===== config.mk =====
export PLATFORM = sky130hd
export DESIGN_NAME = cea861_vic_filter
export DESIGN_NICKNAME = d
export VERILOG_FILES = /design/src/sv/cvf_pkg.sv /design/src/sv/cvf_csr.sv /design/src/sv/cvf_core.sv /design/src/sv/cea861_vic_filter.sv
export VERILOG_INCLUDE_DIRS = /design/src /design/src/sv
export SDC_FILE = /design/constraint.sdc
export NUM_CORES = 1
export LEC_CHECK = 0
export ABC_AREA = 1
export ABC_CLOCK_PERIOD_IN_PS = 10090
export BUFFER_PORTS_ARGS = -buffer_cell sky130_fd_sc_hd__clkbuf_2
export CAP_MARGIN = 20
export CORE_MARGIN = 8
export CORE_UTILIZATION = 37
export DETAILED_ROUTE_END_ITERATION = 16
export SLEW_MARGIN = 20
export SYNTH_ARGS = -nofsm -noshare
export SYNTH_HDL_FRONTEND = slang
export SYNTH_SLANG_ARGS = --single-unit
export TNS_END_PERCENT = 20

===== constraint.sdc =====
create_clock -name clock -period 10.09 [get_ports clock]
set_input_delay 2.018 -clock clock [delete_from_list [all_inputs] [get_ports clock]]
set_output_delay 2.018 -clock clock [all_outputs]
set_load 0.02 [all_outputs]

===== src/sv/cea861_vic_filter_macros.svh =====
// ----------------------------------------------------------------------------
// cea861 vic filter assertion macros
// shared concurrent assertion forms for the filter rtl
// ----------------------------------------------------------------------------
`ifndef CEA861_VIC_FILTER_MACROS_SVH
`define CEA861_VIC_FILTER_MACROS_SVH

// same-cycle implication, held off during reset
`define CVF_ASSERT_IMP(name, clk, rst, ante, cons, msg) \
   name: assert property (@(posedge clk) disable iff (rst) (ante) |-> (cons)) \
      else $error(msg);

// next-cycle implication, held off during reset
`define CVF_ASSERT_NXT(name, clk, rst, ante, cons, msg) \
   name: assert property (@(posedge clk) disable iff (rst) (ante) |=> (cons)) \
      else $error(msg);

`endif


===== src/sv/cvf_pkg.sv =====
// ----------------------------------------------------------------------------
// cvf_pkg
// types and constants shared by the cea861 vic filter modules
// ----------------------------------------------------------------------------
`default_nettype none

package cvf_pkg;

   localparam int MaskWidth = 64;

   typedef logic [1:0] csr_index_type;

   localparam csr_index_type CSR_MASK_LOW  = 2'd0;
   localparam csr_index_type CSR_MASK_HIGH = 2'd1;

   localparam logic [7:0] CEA_EXT_TAG      = 8'h02;
   localparam logic [2:0] DB_TAG_VIDEO     = 3'd2;
   localparam logic [7:0] FIRST_HEADER_POS = 8'd4;
   localparam logic [7:0] MIN_DTD_OFFSET   = 8'd5;
   localparam logic [7:0] MAX_DTD_OFFSET   = 8'd127;
   localparam logic [6:0] TAG_POS          = 7'd0;
   localparam logic [6:0] DTD_OFFSET_POS   = 7'd2;
   localparam logic [6:0] WALK_START_POS   = 7'd4;
   localparam logic [6:0] LAST_POS         = 7'd127;

   typedef struct packed {
      logic [7:0] out_byte;
      logic       last_byte;
      logic       vdb_found;
      logic       block_modified;
   } result_type;

endpackage

`default_nettype wire


===== src/sv/cvf_csr.sv =====
// ----------------------------------------------------------------------------
// cvf_csr
// disabled vic mask registers and the per-byte lookup into them
// ----------------------------------------------------------------------------
`default_nettype none

module cvf_csr (
   input  wire logic                            clock,
   input  wire logic                            reset,
   input  wire logic                            csr_wr_en,
   input  wire cvf_pkg::csr_index_type          csr_index,
   input  wire logic [cvf_pkg::MaskWidth-1:0]   csr_wdata,
   input  wire logic [7:0]                      vic_byte,
   output logic                                 vic_disabled
);

   logic [cvf_pkg::MaskWidth-1:0] mask_low_ff, mask_low_in;
   logic [cvf_pkg::MaskWidth-1:0] mask_high_ff, mask_high_in;
   logic [2*cvf_pkg::MaskWidth-1:0] mask_all;
   logic [6:0] vic;

   always_comb begin
      mask_low_in  = mask_low_ff;
      mask_high_in = mask_high_ff;
      if (csr_wr_en) begin
         case (csr_index)
            cvf_pkg::CSR_MASK_LOW:  mask_low_in  = csr_wdata;
            cvf_pkg::CSR_MASK_HIGH: mask_high_in = csr_wdata;
            default: ;
         endcase
      end
   end

   always_ff @(posedge clock) begin
      if (reset) begin
         mask_low_ff  <= '0;
         mask_high_ff <= '0;
      end else begin
         mask_low_ff  <= mask_low_in;
         mask_high_ff <= mask_high_in;
      end
   end

   // native bit ignored, vic 0 never disabled
   assign vic          = vic_byte[6:0];
   assign mask_all     = {mask_high_ff, mask_low_ff};
   assign vic_disabled = (vic != 7'd0) && mask_all[vic];

endmodule

`default_nettype wire


===== src/sv/cvf_core.sv =====
// ----------------------------------------------------------------------------
// cvf_core
// per-block walk state and the edit of one byte
// ----------------------------------------------------------------------------
`default_nettype none

module cvf_core (
   input  wire logic               clock,
   input  wire logic               reset,
   input  wire logic               step,
   input  wire logic [7:0]         in_byte,
   input  wire logic               vic_disabled,
   output cvf_pkg::result_type     result
);

   logic [6:0] pos_ff, pos_in;
   logic       tag_ff, tag_in;
   logic [7:0] limit_ff, limit_in;
   logic [7:0] next_hdr_ff, next_hdr_in;
   logic [4:0] left_ff, left_in;
   logic       stopped_ff, stopped_in;
   logic       found_ff, found_in;
   logic       changed_ff, changed_in;
   logic [7:0] sum_ff, sum_in;

   logic [7:0] pos_wide;
   logic [7:0] hdr_end;
   logic [7:0] o;
   logic       active;

   assign pos_wide = {1'b0, pos_ff};
   assign hdr_end  = pos_wide + {3'b000, in_byte[4:0]} + 8'd1;

   always_comb begin
      pos_in      = pos_ff;
      tag_in      = (pos_ff == cvf_pkg::TAG_POS) ? (in_byte == cvf_pkg::CEA_EXT_TAG) : tag_ff;
      limit_in    = (pos_ff == cvf_pkg::DTD_OFFSET_POS) ? in_byte : limit_ff;
      next_hdr_in = next_hdr_ff;
      left_in     = left_ff;
      stopped_in  = stopped_ff;
      found_in    = found_ff;
      changed_in  = changed_ff;
      sum_in      = sum_ff;
      o           = in_byte;
      result      = '0;

      active = tag_in && (limit_in >= cvf_pkg::MIN_DTD_OFFSET)
               && (limit_in <= cvf_pkg::MAX_DTD_OFFSET);

      if (active && (pos_ff >= cvf_pkg::WALK_START_POS)) begin
         if (left_ff != 5'd0) begin
            left_in = left_ff - 5'd1;
            if (vic_disabled) begin
               o          = 8'h00;
               changed_in = 1'b1;
            end
         end else if (!stopped_ff && (pos_wide == next_hdr_ff) && (pos_wide < limit_in)) begin
            if (in_byte[7:5] == cvf_pkg::DB_TAG_VIDEO) begin
               found_in   = 1'b1;
               left_in    = in_byte[4:0];
               stopped_in = 1'b1;
            end else begin
               next_hdr_in = hdr_end;
               if (hdr_end >= limit_in) begin
                  stopped_in = 1'b1;
               end
            end
         end
      end

      if (pos_ff == cvf_pkg::LAST_POS) begin
         result.out_byte       = changed_in ? (8'h00 - sum_ff) : o;
         result.last_byte      = 1'b1;
         result.vdb_found      = found_in;
         result.block_modified = changed_in;
         pos_in      = '0;
         tag_in      = 1'b0;
         limit_in    = '0;
         next_hdr_in = cvf_pkg::FIRST_HEADER_POS;
         left_in     = '0;
         stopped_in  = 1'b0;
         found_in    = 1'b0;
         changed_in  = 1'b0;
         sum_in      = '0;
      end else begin
         result.out_byte = o;
         sum_in          = sum_ff + o;
         pos_in          = pos_ff + 7'd1;
      end
   end

   always_ff @(posedge clock) begin
      if (reset) begin
         pos_ff      <= '0;
         tag_ff      <= 1'b0;
         limit_ff    <= '0;
         next_hdr_ff <= cvf_pkg::FIRST_HEADER_POS;
         left_ff     <= '0;
         stopped_ff  <= 1'b0;
         found_ff    <= 1'b0;
         changed_ff  <= 1'b0;
         sum_ff      <= '0;
      end else if (step) begin
         pos_ff      <= pos_in;
         tag_ff      <= tag_in;
         limit_ff    <= limit_in;
         next_hdr_ff <= next_hdr_in;
         left_ff     <= left_in;
         stopped_ff  <= stopped_in;
         found_ff    <= found_in;
         changed_ff  <= changed_in;
         sum_ff      <= sum_in;
      end
   end

endmodule

`default_nettype wire


===== src/sv/cea861_vic_filter.sv =====
// ----------------------------------------------------------------------------
// cea861_vic_filter
// streaming vic filter for one 128-byte cea-861 edid extension block
// ----------------------------------------------------------------------------
//   channel  | direction | handshake            | payload
//   ---------+-----------+----------------------+-------------------------------
//   req      | in        | req_valid/req_ready  | req_in_byte
//   rsp      | out       | rsp_valid/rsp_ready  | rsp_out_byte, rsp_last_byte,
//            |           |                      | rsp_vdb_found, rsp_block_modified
//   csr      | in        | csr_wr_en            | csr_index, csr_wdata
//
// one item per cycle unless the rsp side stalls; each item passes through the
// input register and leaves from the result register
// the edit of a byte is one pass from the input register to the result register
// synchronous active-high reset clears the masks and the block walk state
// a stalled result register holds; the input register still takes an item
// while the result waits, so the req side stalls only when both are full
// ----------------------------------------------------------------------------
`default_nettype none

`include "cea861_vic_filter_macros.svh"

module cea861_vic_filter (
   input  wire logic                            clock,
   input  wire logic                            reset,
   // byte input
   input  wire logic                            req_valid,
   output logic                                 req_ready,
   input  wire logic [7:0]                      req_in_byte,
   // filtered byte output
   output logic                                 rsp_valid,
   input  wire logic                            rsp_ready,
   output logic [7:0]                           rsp_out_byte,
   output logic                                 rsp_last_byte,
   output logic                                 rsp_vdb_found,
   output logic                                 rsp_block_modified,
   // mask registers
   input  wire logic                            csr_wr_en,
   input  wire cvf_pkg::csr_index_type          csr_index,
   input  wire logic [cvf_pkg::MaskWidth-1:0]   csr_wdata
);

   // input register
   logic       in_valid_ff, in_valid_in;
   logic [7:0] in_byte_ff, in_byte_in;

   // result register
   logic                out_valid_ff, out_valid_in;
   cvf_pkg::result_type out_result_ff, out_result_in;

   cvf_pkg::result_type core_result;
   logic                vic_disabled;
   logic                advance;
   logic                req_take;

   // the byte in the input register moves on when the result slot is free
   assign advance   = in_valid_ff && (!out_valid_ff || rsp_ready);
   assign req_ready = !in_valid_ff || advance;
   assign req_take  = req_valid && req_ready;

   always_comb begin
      in_valid_in = in_valid_ff;
      in_byte_in  = in_byte_ff;
      if (req_take) begin
         in_valid_in = 1'b1;
         in_byte_in  = req_in_byte;
      end else if (advance) begin
         in_valid_in = 1'b0;
      end
   end

   always_comb begin
      out_valid_in  = out_valid_ff;
      out_result_in = out_result_ff;
      if (advance) begin
         out_valid_in  = 1'b1;
         out_result_in = core_result;
      end else if (rsp_ready) begin
         out_valid_in = 1'b0;
      end
   end

   always_ff @(posedge clock) begin
      if (reset) begin
         in_valid_ff  <= 1'b0;
         out_valid_ff <= 1'b0;
      end else begin
         in_valid_ff  <= in_valid_in;
         out_valid_ff <= out_valid_in;
      end
      // payload registers, no reset
      in_byte_ff    <= in_byte_in;
      out_result_ff <= out_result_in;
   end

   // mask registers and the vic lookup on the held byte
   cvf_csr u_csr (
      .clock        (clock),
      .reset        (reset),
      .csr_wr_en    (csr_wr_en),
      .csr_index    (csr_index),
      .csr_wdata    (csr_wdata),
      .vic_byte     (in_byte_ff),
      .vic_disabled (vic_disabled)
   );

   // block walk, state steps once per byte handed on
   cvf_core u_core (
      .clock        (clock),
      .reset        (reset),
      .step         (advance),
      .in_byte      (in_byte_ff),
      .vic_disabled (vic_disabled),
      .result       (core_result)
   );

   assign rsp_valid          = out_valid_ff;
   assign rsp_out_byte       = out_result_ff.out_byte;
   assign rsp_last_byte      = out_result_ff.last_byte;
   assign rsp_vdb_found      = out_result_ff.vdb_found;
   assign rsp_block_modified = out_result_ff.block_modified;

   // block flags only ride on the last byte
   `CVF_ASSERT_IMP(a_flags_on_last, clock, reset, rsp_valid && !rsp_last_byte, !rsp_vdb_found && !rsp_block_modified, "block flags set on a byte other than the last")

   // a cleared vic can only come from a video data block
   `CVF_ASSERT_IMP(a_modified_needs_vdb, clock, reset, rsp_valid && rsp_block_modified, rsp_vdb_found, "block modified without a video data block")

   // a held input byte stays put until the result slot frees
   `CVF_ASSERT_NXT(a_input_holds, clock, reset, in_valid_ff && !advance, in_valid_ff && $stable(in_byte_ff), "input register lost or changed a waiting byte")

   // a stalled result is not overwritten by the core
   `CVF_ASSERT_NXT(a_result_holds, clock, reset, out_valid_ff && !rsp_ready, out_valid_ff && $stable(out_result_ff), "result register changed while stalled")

endmodule

`default_nettype wire


==> results.md <==
- Critical Path RT: slightly above 10 ns
- Final Net Count: ~1,500
- Synthesis Warnings: 0
- Critical-path maximum fanout: between 70 and 80
- 1st-pass router iterations: 5
- Asr flop ratio synth: 0%
- Total I/O pin count: between 90 and 100
- Power density over the cells: approximately 160 nW/µm²
- Core Area: ~26,000 µm²
- Cell Count, Final, Fillers Out: between 1,500 and 2,000
- R2R setup slack: 5.47 ns
- # DRC: 0
- Ant diodes: 0
- Hold Path Stages: 2
- Initial Util: a little under two fifths
- Total number of vias: ~8,700
- Worst slew margin: around 29%
- Fmax: between 0.2 and 0.25 GHz
- #FFs+latches synth: roughly 190
- Post-CTS setup buffers: 0
- Input/output buffers: 91
- Final Setup Violations: 0
- Post-Synthesis Cells: around 1,400
- Mapped Avg Cell Area: between 7 and 8 µm²
- Final period util: ~46%
- Die area: 31,500 µm²
- Remaining global-route overflow: 0
- Crit-path cells: buf_4 -> inv_2 -> o21ai_0 -> o211ai_1 -> nand3_1 -> nand2_1 -> nand3_1 -> nand3_1 -> nand2_4 -> nand2_1 -> inv_1 -> ha_1 -> inv_1 -> fa_1 -> o31ai_1 -> and2_1 -> o21ai_0 -> nand2_1 -> a21oi_1 -> o21ai_0 -> a21oi_1
- FP Rows: between 50 and 60
- Die width: ~180 µm
- Via density: slightly below 5
- CP top delay family: buffers and inverters
- Worst VDD drop: a little over 0.08 mV
- Worst r2r dst: u_core.sum_ff[6]
- Status: finished clean
- WP data arrival: roughly 4.9 ns
- Synth-to-layout area growth: 12.8%
- Max Root-Sink Buffers: 2
- Worst Max-Slew Pin Slew: 1.06 ns
- Register area share after synthesis: between 40% and 50%
- Largest net degree at the start of global routing: 129
- First-pass GRT wire length: approximately 42,000 µm
- Total clock sinks: between 150 and 200
- Placed cells: around 1,700
- GPL Wtd Cong: about 0.86
- R2R depth: 21
- Hpwl dp: between 15,000 and 20,000 µm
- Die Span Y: roughly 180 µm
- Final min period: approximately 4.6 ns
- Hold Vio Cnt, Final: 0
- Core Util, Final: between 40% and 50%
- Startpoint Class: flop
- RSZ-0062 raised after global routing: false
- # H-tree levels: 4
- Synthesized net count: 1,480
- Final TNS setup: 0 ns
- Top cell types by occurrence after synthesis: nand2_1 (222), nor2_1 (204), o21ai_0 (174), dfxtp_1 (170), inv_1 (146)
- Post-synth EDFFs: 19
- Yosys top cell by area: dfxtp_1
- WL/cell: 14.8 µm
- Hold slack: roughly 0.45 ns
- Top area cells in the synthesized netlist: dfxtp_1 (35%), o21ai_0 (9.0%), nand2_1 (8.6%), nor2_1 (7.9%), a21oi_1 (6.5%)
- Setup CP Type: reg2reg
- Count leader, synth: nand2_1
- Share of post-route cells with drive strength above 1: about an eighth
- Hold EP: u_csr.mask_high_ff[4]
- Clk root buf: clkbuf_16
- Sum of buffers and inverters on the critical path: 4
- HP Class: reg2reg
- Cts repair resizes: 0
- P_leak: between 4 and 5 nW
- Synthesized area: 9640 µm²
- CTS tree: done
- Vias in the first global route: 8,400
- Primary FF master, synth: dfxtp_1
- Clock latency on the worst-skew pair: 0.45 ns
- DRT iter0 DRCs: 639
- Worst Setup End Kind: flop
- Synth top area share: a little over a third
- Post-cts hold buffer count: 0
- Count of different cell masters after synthesis: 44
- Antenna violations before repair: 0
- CTS Buf Count: 17
- Max Slew Vio Count: 0
- Clk slew on worst S/H paths: approximately 0.070 ns
- Total track usage: between 15 and 20%
- Hold path start: u_csr.mask_high_ff[4]
- Crit-path slowest cell: inv_2
- Routed WL: around 26,000 µm
- R2r startpoint: in_byte_ff[0]
- Max-Cap Viols: 0
- Clock Skew: 0.0120 ns
- Dpl cell area: roughly 10,000 µm²
- Final Instance Area: 10,900 µm²
- CP peak stage delay: 0.62 ns
- DRT antenna net count: 0
[tightest hold or removal path: stages (launching register included)]
cell and delay (ns):
dfxtp_1 0.31, inv_1 0.04, a21oi_1 0.05
[layout make-up]
type,instances,area (µm²)
flip-flops and latches,189,3970
repair buffers,99,519
inverters,154,578
fillers,2775,15000
clock buffers,18,439
clock inverters,14,161
well taps,335,419
multi-input cells,950,4780
[logic make-up (layout without fill, tap and decap cells)]
kind of cell,count (synthesis),count (layout),share of synthesized area (%)
AOI/OAI and AO/OA,337,337,18.5
xor gates and xnor gates,16,16,1.45
adders and majority gates,31,31,4.18
buffers and inverters,231,285,9.36
DFF,189,189,41.2
and+or+nand+nor,566,566,25.2
[cell usage in the layout (no fill, tap or decap), drive strengths merged, types with 3 or more instances in the layout]
| cell | n |
|---|---|
| nand2 | 233 |
| nor2 | 211 |
| o21ai | 185 |
| dfxtp | 170 |
| inv | 162 |
| a21oi | 125 |
| clkbuf | 109 |
| nand3 | 99 |
| ha | 29 |
| edfxtp | 19 |
| o211ai | 15 |
| nand4 | 10 |
| xor2 | 9 |
| buf | 8 |
| xnor2 | 7 |
| nor3 | 7 |
| clkinv | 5 |
| nor4 | 3 |
| o22ai | 3 |
[metal layers]
layer | track usage (%) | wire, µm
met1 | 21.9 | 12500
met4 | 4.31 | 362
met3 | 3.15 | 1230
met5 | 0 | 0
met2 | 27.1 | 12000
[through the flow]
step	setup WS (ns)	power, mW
2_1_floorplan	5.80	0.973
3_3_place_gp	5.21	1.04
3_5_place_dp	5.11	1.04
4_1_cts	5.41	1.72
5_1_grt	4.94	1.79
6_report	5.47	1.71
[where the power goes]
group / total (mW) / internal [mW] / switching [mW] / leakage, nW
clock: 0.690 / 0.343 / 0.347 / 0.291
combinational: 0.212 / 0.0734 / 0.138 / 2.91
sequential: 0.812 / 0.792 / 0.0200 / 1.57
[worst max path at each step]
stage             startpoint                 to  slack (ns)  cells past startpoint
2_1_floorplan      rsp_ready          req_ready        5.80                      2
3_3_place_gp       rsp_ready  u_core.left_ff[0]        5.21                     10
3_5_place_dp       rsp_ready  u_core.left_ff[1]        5.11                     10
4_1_cts        in_byte_ff[0]   u_core.sum_ff[6]        5.41                     21
5_1_grt        in_byte_ff[0]   u_core.sum_ff[6]        4.94                     21
6_report       in_byte_ff[0]   u_core.sum_ff[6]        5.47                     21
[state kept, by name, indices dropped and copies added, names as in the netlist]
name / count
in_valid_ff: 1
rsp_block_modified: 1
u_core.limit_ff: 8
u_core.sum_ff: 8
u_core.next_hdr_ff: 8
in_byte_ff: 8
u_core.changed_ff: 1
rsp_last_byte: 1
rsp_out_byte: 8
u_csr.mask_high_ff: 64
rsp_vdb_found: 1
u_core.pos_ff: 7
u_core.left_ff: 5
u_core.found_ff: 1
u_csr.mask_low_ff: 64
u_core.stopped_ff: 1
rsp_valid: 1
u_core.tag_ff: 1
(Power assumes the default switching activity.)
